==> config.mk <==
export PLATFORM = sky130hd
export DESIGN_NAME = response_token_matcher_top
export DESIGN_NICKNAME = d
export VERILOG_FILES = /design/src/design/rtm_pkg.sv /design/src/design/response_token_matcher_top.sv
export SDC_FILE = /design/constraint.sdc
export NUM_CORES = 1
export LEC_CHECK = 0
export BUFFER_PORTS_ARGS = -buffer_cell sky130_fd_sc_hd__buf_2
export CAP_MARGIN = 10
export CORE_ASPECT_RATIO = 0.75
export CORE_MARGIN = 3
export CORE_UTILIZATION = 55
export DETAILED_ROUTE_END_ITERATION = 10
export HOLD_SLACK_MARGIN = 0.15
export PLACE_DENSITY = 0.72
export SLEW_MARGIN = 30
export SYNTH_ARGS = -nofsm -noshare
export SYNTH_HDL_FRONTEND = slang
export SYNTH_SLANG_ARGS = --single-unit
export TNS_END_PERCENT = 20
==> constraint.sdc <==
create_clock -name clk -period 7.65 [get_ports clk]
set_input_delay 0.3825 -clock clk [delete_from_list [all_inputs] [get_ports clk]]
set_output_delay 0.3825 -clock clk [all_outputs]
set_load 0.05 [all_outputs]
==> src/design/rtm_pkg.sv <==
// Shared types and constants for the response token matcher.
// No dependencies; imported by response_token_matcher_top.
package rtm_pkg;

	localparam int unsigned TOKEN_W = 64;
	localparam int unsigned LEN_W   = 4;
	localparam int unsigned POS_W   = 16;
	localparam int unsigned TICK_W  = 32;

	typedef enum logic [1:0] {
		CMD_BYTE  = 2'd0,
		CMD_TICK  = 2'd1,
		CMD_START = 2'd2,
		CMD_NONE  = 2'd3
	} cmd_t;

	typedef enum logic [1:0] {
		ST_STORED   = 2'd0,
		ST_FOUND    = 2'd1,
		ST_OVERFLOW = 2'd2,
		ST_TIMEOUT  = 2'd3
	} status_t;

	typedef enum logic [1:0] {
		REG_TOKEN_BYTES   = 2'd0,
		REG_TOKEN_LENGTH  = 2'd1,
		REG_OUT_CAPACITY  = 2'd2,
		REG_TIMEOUT_TICKS = 2'd3
	} reg_idx_t;

	localparam logic [7:0] NUL_BYTE = 8'h00;

	// byte i of the token, index taken modulo 8
	function automatic logic [7:0] token_at(input logic [TOKEN_W-1:0] tok,
		input logic [2:0] idx);
		return tok[{idx, 3'b000} +: 8];
	endfunction

endpackage

==> src/design/response_token_matcher_top.sv <==
// Response token matcher: scans received bytes for a terminator token,
// tracks buffer position and a tick timeout. Depends on rtm_pkg.
//
// channel   dir   handshake            payload
// in        in    in_valid/in_ready    command, data_byte
// out       out   out_valid/out_ready  status, stored_byte, position, finished
// cfg       in    cfg_valid/cfg_ready  cfg_index, cfg_data
//
// One item per cycle while the output is not stalled. An accepted item sits in
// the input register, is evaluated against the search state, and its result
// (if any) lands in the output register when the output side advances.
// The input stage advances whenever the output register is empty or being
// taken, so out_ready low with a result held stalls in_ready. Reset puts the
// block idle with the register defaults; no clearing pass. cfg_ready is always high.
module response_token_matcher_top #(
	parameter int unsigned MAX_TOKEN = 8
) (
	input  logic                          clk,
	input  logic                          arst_n,
	input  logic                          in_valid,
	output logic                          in_ready,
	input  logic [1:0]                    command,
	input  logic [7:0]                    data_byte,
	output logic                          out_valid,
	input  logic                          out_ready,
	output logic [1:0]                    status,
	output logic [7:0]                    stored_byte,
	output logic [rtm_pkg::POS_W-1:0]     position,
	output logic                          finished,
	input  logic                          cfg_valid,
	output logic                          cfg_ready,
	input  logic [1:0]                    cfg_index,
	input  logic [rtm_pkg::TOKEN_W-1:0]   cfg_data
);
	import rtm_pkg::*;

	localparam logic [LEN_W-1:0] MAX_LEN = LEN_W'(MAX_TOKEN);

	// configuration registers
	logic [TOKEN_W-1:0] token_bytes_q;
	logic [LEN_W-1:0]   token_length_q;
	logic [POS_W-1:0]   out_capacity_q;
	logic [TICK_W-1:0]  timeout_ticks_q;

	// search state
	logic               searching_q;
	logic [POS_W-1:0]   byte_count_q;
	logic [LEN_W-1:0]   match_index_q;
	logic [TICK_W-1:0]  elapsed_q;

	// input stage
	logic               valid_s1;
	cmd_t               cmd_s1;
	logic [7:0]         byte_s1;

	// evaluation
	logic               advance;
	logic               res_emit;
	status_t            res_status;
	logic [7:0]         res_byte;
	logic [POS_W-1:0]   res_pos;
	logic               res_fin;
	logic               nxt_searching;
	logic [POS_W-1:0]   nxt_byte_count;
	logic [LEN_W-1:0]   nxt_match;
	logic [TICK_W-1:0]  nxt_elapsed;
	logic [LEN_W-1:0]   eff_len;
	logic [LEN_W-1:0]   cur_match;
	logic [LEN_W-1:0]   new_match;
	logic [TICK_W-1:0]  elapsed_inc;

	assign cfg_ready = 1'b1;
	assign advance   = !out_valid || out_ready;
	assign in_ready  = !valid_s1 || advance;

	always_ff @(posedge clk or negedge arst_n) begin
		if (!arst_n) begin
			token_bytes_q   <= TOKEN_W'(2573);
			token_length_q  <= LEN_W'(2);
			out_capacity_q  <= POS_W'(64);
			timeout_ticks_q <= TICK_W'(1000);
		end else if (cfg_valid && cfg_ready) begin
			case (reg_idx_t'(cfg_index))
				REG_TOKEN_BYTES:   token_bytes_q   <= cfg_data;
				REG_TOKEN_LENGTH:  token_length_q  <= cfg_data[LEN_W-1:0];
				REG_OUT_CAPACITY:  out_capacity_q  <= cfg_data[POS_W-1:0];
				REG_TIMEOUT_TICKS: timeout_ticks_q <= cfg_data[TICK_W-1:0];
				default: ;
			endcase
		end
	end

	always_ff @(posedge clk or negedge arst_n) begin
		if (!arst_n) begin
			valid_s1 <= 1'b0;
		end else if (in_ready) begin
			valid_s1 <= in_valid;
		end
	end

	always_ff @(posedge clk) begin
		if (in_ready && in_valid) begin
			cmd_s1  <= cmd_t'(command);
			byte_s1 <= data_byte;
		end
	end

	always_comb begin
		eff_len = token_length_q;
		if (eff_len == '0)
			eff_len = LEN_W'(1);
		if (eff_len > MAX_LEN)
			eff_len = MAX_LEN;
	end

	// naive match: on a miss, retry the same byte against token byte 0
	assign cur_match = (match_index_q >= eff_len) ? '0 : match_index_q;
	always_comb begin
		if (byte_s1 == token_at(token_bytes_q, cur_match[2:0]))
			new_match = cur_match + LEN_W'(1);
		else if (byte_s1 == token_at(token_bytes_q, 3'd0))
			new_match = LEN_W'(1);
		else
			new_match = '0;
	end

	assign elapsed_inc = elapsed_q + TICK_W'(1);

	always_comb begin
		res_emit       = 1'b0;
		res_status     = ST_STORED;
		res_byte       = NUL_BYTE;
		res_pos        = byte_count_q;
		res_fin        = 1'b0;
		nxt_searching  = searching_q;
		nxt_byte_count = byte_count_q;
		nxt_match      = match_index_q;
		nxt_elapsed    = elapsed_q;
		case (cmd_s1)
			CMD_START: begin
				nxt_byte_count = '0;
				nxt_match      = '0;
				nxt_elapsed    = '0;
				nxt_searching  = 1'b1;
				if (timeout_ticks_q == '0) begin
					nxt_searching = 1'b0;
					res_emit      = 1'b1;
					res_status    = ST_TIMEOUT;
					res_pos       = '0;
					res_fin       = 1'b1;
				end
			end
			CMD_TICK: begin
				if (searching_q) begin
					nxt_elapsed = elapsed_inc;
					if (elapsed_inc >= timeout_ticks_q) begin
						nxt_searching = 1'b0;
						res_emit      = 1'b1;
						res_status    = ST_TIMEOUT;
						res_fin       = 1'b1;
					end
				end
			end
			CMD_BYTE: begin
				if (searching_q) begin
					res_emit = 1'b1;
					if (byte_count_q >= out_capacity_q) begin
						nxt_searching = 1'b0;
						res_status    = ST_OVERFLOW;
						res_fin       = 1'b1;
					end else begin
						nxt_match = new_match;
						res_byte  = byte_s1;
						if (new_match >= eff_len) begin
							nxt_searching = 1'b0;
							res_status    = ST_FOUND;
							res_fin       = 1'b1;
						end else begin
							nxt_byte_count = byte_count_q + POS_W'(1);
						end
					end
				end
			end
			default: ;
		endcase
	end

	always_ff @(posedge clk or negedge arst_n) begin
		if (!arst_n) begin
			searching_q   <= 1'b0;
			byte_count_q  <= '0;
			match_index_q <= '0;
			elapsed_q     <= '0;
		end else if (valid_s1 && advance) begin
			searching_q   <= nxt_searching;
			byte_count_q  <= nxt_byte_count;
			match_index_q <= nxt_match;
			elapsed_q     <= nxt_elapsed;
		end
	end

	always_ff @(posedge clk or negedge arst_n) begin
		if (!arst_n) begin
			out_valid <= 1'b0;
		end else if (advance) begin
			out_valid <= valid_s1 && res_emit;
		end
	end

	always_ff @(posedge clk) begin
		if (advance && valid_s1 && res_emit) begin
			status      <= res_status;
			stored_byte <= res_byte;
			position    <= res_pos;
			finished    <= res_fin;
		end
	end

	a_fin_stops: assert property (@(posedge clk) disable iff (!arst_n)
		(valid_s1 && advance && res_emit && res_fin) |=> !searching_q)
		else $error("search still running after a finishing result");

	a_store_counts: assert property (@(posedge clk) disable iff (!arst_n)
		(valid_s1 && advance && res_emit && res_status == ST_STORED)
		|=> byte_count_q == $past(byte_count_q) + POS_W'(1))
		else $error("stored byte did not advance the position");

	a_match_bound: assert property (@(posedge clk) disable iff (!arst_n)
		match_index_q <= MAX_LEN)
		else $error("match index beyond the longest token");

endmodule

## After elaboration in Yosys (flattened, before gate mapping)

Cells that the tools add are included.

- Flip-flop bits (word level): 208
- Word-level logic and storage cells: 101

- Eq/ne operators: 11
- Multiplexer cells: 39
- Bitwise gates (word level): 2
- Magnitude comparators: 5
- Shifts and indexed selects: 1
- Add/subtract/negate cells: 3
- Reductions and logical operators: 24

Operators by type and width:

| cell | number |
|---|---|
| 16-bit two-way mux | 5 |
| 32-bit one-hot mux with 2 select lines | 1 |
| 64-bit by 7-bit variable part select with 8-bit output | 1 |
| 32-bit by 1-bit adder with 32-bit output (second input constant) | 1 |
| 32-bit >= comparator | 1 |
| 32-bit logical NOT | 1 |
| 32-bit two-way mux | 1 |
| 16-bit one-hot mux with 2 select lines | 1 |
| 4-bit two-way mux | 6 |
| 16-bit by 1-bit adder with 16-bit output (second input constant) | 1 |
| 8-bit == test | 2 |
| 16-bit >= comparator | 1 |
| 1-bit two-way mux | 15 |
| 2-bit two-way mux | 5 |
| 2-bit AND reduction | 5 |
| 1-bit one-hot mux with 3 select lines | 3 |
| 4-bit >= comparator | 2 |
| 2-bit != test (second input constant) | 4 |
| 4-bit one-hot mux with 2 select lines | 1 |
| 2-bit == test (second input constant) | 3 |
| 2-bit one-hot mux with 3 select lines | 1 |
| 5-bit AND reduction | 1 |
| 4-bit by 1-bit adder with 4-bit output (second input constant) | 1 |
| 2-bit by 1-bit == test with 1-bit output (second input constant) | 2 |
| other kinds (12) | 20 |

## Longest topological paths before layout

Gate-level depths: netlist (run 1).

- Depth in word-level cells: 14
- Depth in mapped cells: 23
- Gate-level depth less buffers: 22

## Worst setup path before layout (run 1)

No wires, ideal clock.

- Kind: register -> register
- Start point: register elapsed_q[0]
- End point: register finished (enable)
- Required time: 7.197 ns
- Path buffers: 0
- Stages on the path, launching flop included: 16
- Setup time: 0.453 ns
- Arrival time: 5.279 ns
- Path slack: 1.919 ns
- Cell sequence: dfrtp_1 ha_1 and3_1 and3_1 and4_1 and3_1 and3_1 and3_1 xor2_1 ha_1 nand4_1 nor4_1 nand2_1 o31ai_1 nor2_1 a211oi_1

- Word-level cells in the longest chain between the ends: 6

Ends and longest elaborated chain:

| item | RTL line | source |
|---|---|---|
| start: declaration | response_token_matcher_top.sv:49 | `logic [TICK_W-1:0] elapsed_q;` |
| start signal: assignment | response_token_matcher_top.sv:198 | `elapsed_q <= nxt_elapsed;` |
| 32-bit by 1-bit adder with 32-bit output | response_token_matcher_top.sv:127 | `assign elapsed_inc = elapsed_q + TICK_W'(1);` |
| 32-bit >= comparator | response_token_matcher_top.sv:156 | `if (elapsed_inc >= timeout_ticks_q) begin` |
| 1-bit two-way mux | response_token_matcher_top.sv:156 |  |
| 1-bit two-way mux | response_token_matcher_top.sv:154 | `if (searching_q) begin` |
| 1-bit one-hot mux with 3 select lines | response_token_matcher_top.sv:139 | `case (cmd_s1)` |
| 1-bit logical AND | response_token_matcher_top.sv:211 | `if (advance && valid_s1 && res_emit) begin` |
| end signal: assignment | response_token_matcher_top.sv:215 | `finished <= res_fin;` |
| end: declaration | response_token_matcher_top.sv:29 | `output logic finished,` |

Every way passes these cells.
A chain may end at the register's enable or synchronous reset.

## Worst setup path in the final report (run 1)

- Start point: register token_length_q[1]
- End point: register byte_count_q[15]

- Word-level cells in the longest chain between the ends: 12
- Elaborated cells between the ends (all ways): 13
- Those cells by class: 1 x add/sub; 3 x order compare; 2 x eq/ne; 1 x shift; 4 x mux; 2 x reduce/logical

Ends and longest elaborated chain:

| item | RTL line | source |
|---|---|---|
| start: declaration | response_token_matcher_top.sv:41 | `logic [LEN_W-1:0] token_length_q;` |
| start signal: assignment | response_token_matcher_top.sv:85 | `REG_TOKEN_LENGTH: token_length_q <= cfg_data[LEN_W-1:0];` |
| 4-bit logical NOT | response_token_matcher_top.sv:110 | `if (eff_len == '0)` |
| 4-bit two-way mux * | response_token_matcher_top.sv:110 |  |
| 4-bit > comparator | response_token_matcher_top.sv:112 | `if (eff_len > MAX_LEN)` |
| 4-bit two-way mux * | response_token_matcher_top.sv:112 |  |
| 4-bit >= comparator | response_token_matcher_top.sv:117 | `assign cur_match = (match_index_q >= eff_len) ? '0 : match_index_q;` |
| 4-bit two-way mux | response_token_matcher_top.sv:117 |  |
| 64-bit by 7-bit variable part select with 8-bit output | rtm_pkg.sv:36 | `return tok[{idx, 3'b000} +: 8];` |
| 8-bit == test | response_token_matcher_top.sv:119 | `if (byte_s1 == token_at(token_bytes_q, cur_match[2:0]))` |
| 4-bit two-way mux | response_token_matcher_top.sv:119 |  |
| 4-bit >= comparator * | response_token_matcher_top.sv:174 | `if (new_match >= eff_len) begin` |
| 2-bit != test (no line) * | -- |  |
| 5-bit AND reduction (no line) * | -- |  |
| end signal: assignment | response_token_matcher_top.sv:196 | `byte_count_q <= nxt_byte_count;` |
| end: declaration | response_token_matcher_top.sv:47 | `logic [POS_W-1:0] byte_count_q;` |

Mark *: on every way between the ends. The rest lies on a longest branch, timed or not.

==> flow_metrics.tcl, run 1 <==
set metrics [dict create \
    worstPathArrival_ns 6.88 \
    firstDrtPassIters 6 \
    avgSynthCellArea_um2 10.8 \
    port_buffers 109 \
    setup_ws_ns 1.19 \
    reg2regPathDepth 22 \
    clock-sinks 208 \
    cp-start-kind "flop" \
    status "completed" \
    r2r_slack_ns 1.19 \
    min_path_type "in2reg" \
    hold_path_depth 2 \
    cp-startpoint "token_length_q[1]" \
    cts_resized 0 \
    die_height_um 130 \
    core.rowCount 44 \
    met1_usage_pct 38.8 \
    wl_um 27800 \
    ys_warn_count 0 \
    drc 0 \
    synth_compound_area_share_pct 10.5 \
    core_um2 19700 \
    fmax_mhz 155 \
    grt_max_degree 108 \
    cts_buffers 21 \
    dpl.hpwl_um 19500 \
    yosys.area_share.simple_pct 13.3 \
    grt_util_met2_pct 37.4 \
    setup_tns_ns 0 \
    synth_edf_count 37 \
    grt_remaining_overflow 0 \
    skew_ns 0.0129 \
    fin_crit_ns 6.46 \
    clkTransAtPathRegs_ns 0.06 \
    die_w_um 171 \
    required_ns 8.07 \
    diodes 0 \
    ys_types 69 \
    synth_flop_cell "dfrtp_1" \
    drt_iter0_markers 666 \
    max_slew_margin_pct 38.3 \
    wl_per_cell_um 19.0 \
    path_max_fanout 11 \
    critical_path_class "reg2reg" \
    syn_nets 1182 \
    place_congestion 0.868 \
    htreeDepth 1 \
    avgViaCountPerCell 5.88 \
    irDropWorstVdd_uv 221 \
    grt_usage_pct 25.4 \
    synthArstFlopShare_pct 82.2 \
    drive_above_1_share_pct 24.9 \
    synthMuxAreaShare_pct 13.6 \
    crit_path_end "byte_count_q[15]" \
    tightest_slew_ns 0.925 \
    netlist_area_um2 11200 \
    maxSlewViolCount 0 \
    cts_setup_buffers 0 \
    synthCells 1042 \
    synth-seq-area-share_pct 48.1 \
    busiest_layer "met1" \
    final_antenna_net_count 0 \
    cts.path.max_buffers 3 \
    cts_tree "yes" \
    ys_ff_latch 208 \
    hold_viol_final 0 \
    dr_total_vias 8625 \
    ios 111 \
    synth_fa_ha_area_share_pct 6.57 \
    maxCapViolCount 0 \
    reg2reg_from "token_length_q[1]" \
    die-area_um2 22200 \
    fin_nets 1339 \
    final.period_utilization_pct 84.4 \
    dp_slack_ns 1.35 \
    finalSetupViolCount 0 \
    synth-xor-area-share_pct 4.13 \
    r2r-end "byte_count_q[15]" \
    rsz0062_at_grt "no" \
    endpoint_kind "flop" \
    powerDensity_nw_per_um2 227 \
    root_buffer "clkbuf_16" \
    grt_pass1_vias 8407 \
    clk-insertion-delay-late_ns 0.50 \
    grt_pass1_wl_um 44600 \
    initial_core_util_pct 57.0 \
    gr-usage-met3_pct 4.97 \
    grt_antenna_before_repair 0 \
    area_growth_pct 18.5 \
    synth_top_family_by_area "multiplexers" \
    power_leakage_nw 6.18 \
]
==> metal layers <==
layer  vias up  wire length [um]
met3        46              1920
li1       4058                 -
met1      4212             13500
met4         0               687
met2       309             11800
met5         -                 0
==> logic make-up (layout without fill, tap and decap cells) <==
family / Yosys count / count (layout)
AO/OA/AOI/OAI: 180 / 180
multiplexers: 135 / 135
adder cells (fa/ha/maj): 59 / 59
other: 1 / 1
XOR/XNOR: 53 / 53
buffers and inverters: 109 / 280
AND/OR/NAND/NOR: 297 / 297
flip-flops: 208 / 208
==> what timing repair did <==
item	4_1_cts	5_1_grt
hold buffers	54	0
endpoints found under the setup margin	0	0
hold endpoints to repair	153	0
==> cells in the mapped netlist, types with 3 or more instances <==
cell type | number | area share (%)
dfrtp_1 | 158 | 35
mux2_2 | 117 | 12
nand2_1 | 83 | 2.8
inv_1 | 67 | 2.2
ha_1 | 59 | 6.6
nor2_1 | 55 | 1.8
o21ai_0 | 51 | 2.3
edfxtp_1 | 37 | 9.9
nand3_1 | 35 | 1.6
a21oi_1 | 31 | 1.4
clkbuf_1 | 31 | 1.0
xor2_1 | 28 | 2.2
xnor2_1 | 25 | 1.9
a21o_1 | 22 | 1.5
nand4_1 | 22 | 1.2
and3_1 | 18 | 1.0
nor2b_1 | 15 | 0.83
mux2i_1 | 14 | 1.2
dfstp_2 | 13 | 3.0
nor4_1 | 13 | 0.72
or3_1 | 13 | 0.72
o31ai_1 | 12 | 0.80
nand2b_1 | 10 | 0.56
nor3_1 | 10 | 0.45
o211ai_1 | 8 | 0.53
o22ai_1 | 8 | 0.45
a31oi_1 | 5 | 0.28
and2_1 | 5 | 0.28
buf_2 | 5 | 0.22
buf_1 | 4 | 0.13
o21ai_1 | 4 | 0.18
or4_1 | 4 | 0.27
a2111oi_0 | 3 | 0.23
a221oi_1 | 3 | 0.23
a22oi_1 | 3 | 0.20
nand3b_1 | 3 | 0.20
o21a_1 | 3 | 0.20
or2_2 | 3 | 0.17
==> through the flow <==
step	hold slack, ns	cell area [um2]	power, W	cells	util, %
global route	0.159	13300	0.00317	1466	67.6
floorplan	0.0869	11200	0.00175	1042	-
global placement	0.474	12100	0.00192	1375	61.2
finish	0.158	13300	0.00303	1466	67.6
CTS	0.151	13300	0.00304	1466	67.6
detailed placement	0.492	12100	0.00194	1375	61.2
==> layout make-up <==
type                    instances  area [um2]
clock buffers                  30         599
well taps                     253         317
clock inverters                 7         110
flip-flops and latches        208        5410
multi-input cells             725        5440
fillers                      1513        6390
repair buffers                176        1190
inverters                      67         251
==> placed cells by master (no fill, tap or decap), types with 5 or more instances in the layout <==
cell and count:
dfrtp_1 158, mux2_2 117, buf_2 108, nand2_1 83, inv_1 67, ha_1 59, nor2_1 54, dlygate4sd3_1 54
o21ai_0 51, edfxtp_1 37, nand3_1 35, a21oi_1 31, xor2_1 28, xnor2_1 25, nand4_1 22, a21o_1 22
clkbuf_16 21, and3_1 18, nor2b_1 15, mux2i_1 14, or3_1 13, dfstp_2 13, buf_4 13, nor4_1 12
o31ai_1 12, nand2b_1 10, nor3_1 9, o211ai_1 8, o22ai_1 8, and2_1 5, a31oi_1 5, clkbuf_1 5
==> worst min-delay path by stage <==
| stage | start | to | slack, ns |
|---|---|---|---|
| after detailed placement | token_bytes_q[43] | token_bytes_q[43] | 0.49 |
| final | cfg_data[26] | timeout_ticks_q[26] | 0.16 |
| after floorplan | arst_n | byte_count_q[0] | 0.09 |
| after CTS | cfg_data[18] | token_bytes_q[18] | 0.15 |
| after global routing | cfg_data[26] | token_bytes_q[26] | 0.16 |
| after global placement | elapsed_q[31] | elapsed_q[31] | 0.47 |
==> critical path, cell delays in order, from the launching register on <==
cell and delay (ns):
dfstp_2 0.54, nor2_1 0.05, nor2_1 0.08, nor2_1 0.07, ha_1 0.31, or3b_4 0.39
a211oi_2 0.72, mux2_1 0.41, a221oi_1 0.36, xor2_1 0.18, nand4_1 0.12, a221o_1 0.43
mux2_4 0.34, ha_1 0.26, nand2b_1 0.15, a21o_1 0.18, a21o_1 0.17, a21oi_1 0.38
o2111a_1 0.28, and2_1 0.17, o21ai_1 0.23, or3_1 0.42, a21oi_1 0.14
==> power breakdown <==
part,switching (W),total (W),internal (W)
Sequential,0.000121,0.00140,0.00128
Clock,0.000427,0.00107,0.000645
Combinational,0.000288,0.000554,0.000266
==> state kept, by name, summed over array words and instances (netlist names) <==
register         flops
token_bytes_q       64
elapsed_q           32
timeout_ticks_q     32
byte_count_q        16
out_capacity_q      16
position            16
byte_s1              8
stored_byte          8
match_index_q        4
token_length_q       4
cmd_s1               2
status               2
finished             1
out_valid            1
searching_q          1
valid_s1             1
(Power assumes the default switching activity.)
==> run 2, diff against run 1 <==
Settings changed: CORE_UTILIZATION 55 to 54, PLACE_DENSITY 0.72 to 0.74.
Clock period 7.65 ns to 5.35 ns, I/O delays scaled along.
==> flow_metrics.tcl, run 2 (synthesis results as in run 1) <==
set metrics [dict create \
    dp_slack_ns -0.336 \
    met1_usage_pct 36.6 \
    clock-sinks 208 \
    reg2regPathDepth 22 \
    grt_pass1_vias 8805 \
    grt_antenna_before_repair 0 \
    layout_commonest_cell "dfrtp_1" \
    setup_ws_ns -0.0131 \
    port_buffers 109 \
    worstPathArrival_ns 5.78 \
    firstDrtPassIters 8 \
    initial_core_util_pct 55.3 \
    path_max_fanout 3 \
    die_height_um 131 \
    cp-start-kind "flop" \
    status "finished, violations left" \
    endpoint_kind "flop" \
    largest_reg_flops 64 \
    place_congestion 0.943 \
    final_cells 1547 \
    maxCapViolCount 0 \
    grt_usage_pct 25.8 \
    hold_path_depth 3 \
    cts.path.max_buffers 3 \
    min_path_type "in2reg" \
    top_regs "token_bytes_q: 64 flops, elapsed_q: 32 flops, timeout_ticks_q: 32 flops" \
    grt_remaining_overflow 0 \
    cts_buffers 21 \
    drt_iter0_markers 814 \
    finalSetupViolCount 1 \
    required_ns 5.77 \
    power_leakage_nw 6.42 \
    fmax_mhz 186 \
    tightest_slew_ns 0.887 \
    setup_tns_ns -0.0131 \
    busiest_layer "met2" \
    maxSlewViolCount 0 \
    clkTransAtPathRegs_ns 0.06 \
    critical_path_class "reg2reg" \
    violations "negative setup slack" \
    core_um2 20300 \
    clk-insertion-delay-late_ns 0.49 \
    die_w_um 173 \
    cts_tree "yes" \
    fin_nets 1391 \
    grt_pass1_wl_um 46900 \
    hold_viol_final 0 \
    die-area_um2 22600 \
    core.rowCount 45 \
    fin_crit_ns 5.36 \
    regMostFlops "token_bytes_q" \
    area_growth_pct 23.6 \
    final_cell_mix "158 x dfrtp_1, 117 x mux2_2, 108 x buf_2" \
    rsz0062_at_grt "yes" \
    ios 111 \
    final_antenna_net_count 0 \
    diodes 0 \
    htreeDepth 1 \
    wl_per_cell_um 18.8 \
    grt_max_degree 76 \
    max_slew_margin_pct 40.7 \
    skew_ns 0.0103 \
    powerDensity_nw_per_um2 312 \
    wl_um 29100 \
    avgViaCountPerCell 5.77 \
    dr_total_vias 8921 \
    drc 0 \
    power.total_w 0.00433 \
    dpl.hpwl_um 20100 \
    irDropWorstVdd_uv 223 \
    drive_above_1_share_pct 27.4 \
    grt_util_met2_pct 41.1 \
    gr-usage-met3_pct 5.83 \
    dpl.cell_count 1433 \
    final.period_utilization_pct 100 \
    root_buffer "clkbuf_16" \
]
-- run 2: layout make-up --
cell class	instances	area [um2]
Fill cell	1492	6440
Multi-Input combinational cell	725	5550
Sequential cell	208	5410
Timing Repair Buffer	228	1660
Clock buffer	24	537
Tap cell	282	353
Inverter	67	251
Clock inverter	13	140
-- run 2: report_power, final --
| group | internal [W] | leakage [nW] | total, W | switching (W) |
|---|---|---|---|---|
| logic | 0.000431 | 3.61 | 0.000869 | 0.000438 |
| clock network | 0.000828 | 0.323 | 0.00146 | 0.000633 |
| registers | 0.00183 | 2.48 | 0.00200 | 0.000176 |
-- run 2: routing by layer --
| layer | vias to the layer above | routed length (um) | part of all wire (%) |
|---|---|---|---|
| met5 | - | 0 | 0 |
| met4 | 0 | 511 | 1.8 |
| met3 | 40 | 2210 | 7.6 |
| met2 | 334 | 13200 | 45 |
| met1 | 4385 | 13200 | 45 |
| li1 | 4162 | - | - |
-- run 2: through the flow --
stage / hold WS [ns] / utilization, % / area (um2)
floorplan: -0.0281 / - / 11200
global placement: 0.250 / 60.7 / 12300
detailed placement: 0.248 / 60.7 / 12300
CTS: 0.152 / 68.2 / 13900
global route: 0.163 / 68.3 / 13900
finish: 0.176 / 68.3 / 13900
-- run 2: path summary, 6_finish.rpt --
| path | to | slack (ns) | startpoint |
|---|---|---|---|
| worst max register to register | byte_count_q[11] | -0.01 | token_length_q[1] |
| worst min register to register | elapsed_q[31] | 0.49 | elapsed_q[31] |
| worst min-delay path | out_valid | 0.18 | out_ready |
| min in group asynchronous | out_capacity_q[0] | 0.29 | arst_n |
| worst max-delay path | byte_count_q[11] | -0.01 | token_length_q[1] |
| max in group asynchronous | elapsed_q[24] | 4.00 | arst_n |
-- run 2: worst max-delay path, cell delays in order, from the launching register on --
cell and delay, ns:
dfstp_2 0.53, nor2_1 0.04, nor2_1 0.09, nor2_1 0.07, ha_1 0.29, or3b_4 0.40
a211oi_4 0.32, mux2_4 0.34, a221oi_2 0.26, xor2_1 0.17, nand4_1 0.14, a221o_1 0.37
mux2_4 0.33, ha_4 0.21, nand2b_4 0.13, a21o_1 0.17, a21o_1 0.16, a21oi_2 0.19
o2111a_1 0.26, and2_4 0.19, o2111ai_4 0.12, or3_1 0.37, a21oi_1 0.14
-- run 2: timing repair --
action / CTS / global route
pin swaps: 14 / 22
hold buffers: 76 / 0
endpoints found under the hold margin: 174 / 0
buffers inserted: 2 / 1
endpoints found under the setup margin: 11 / 15
resized for setup: 13 / 5
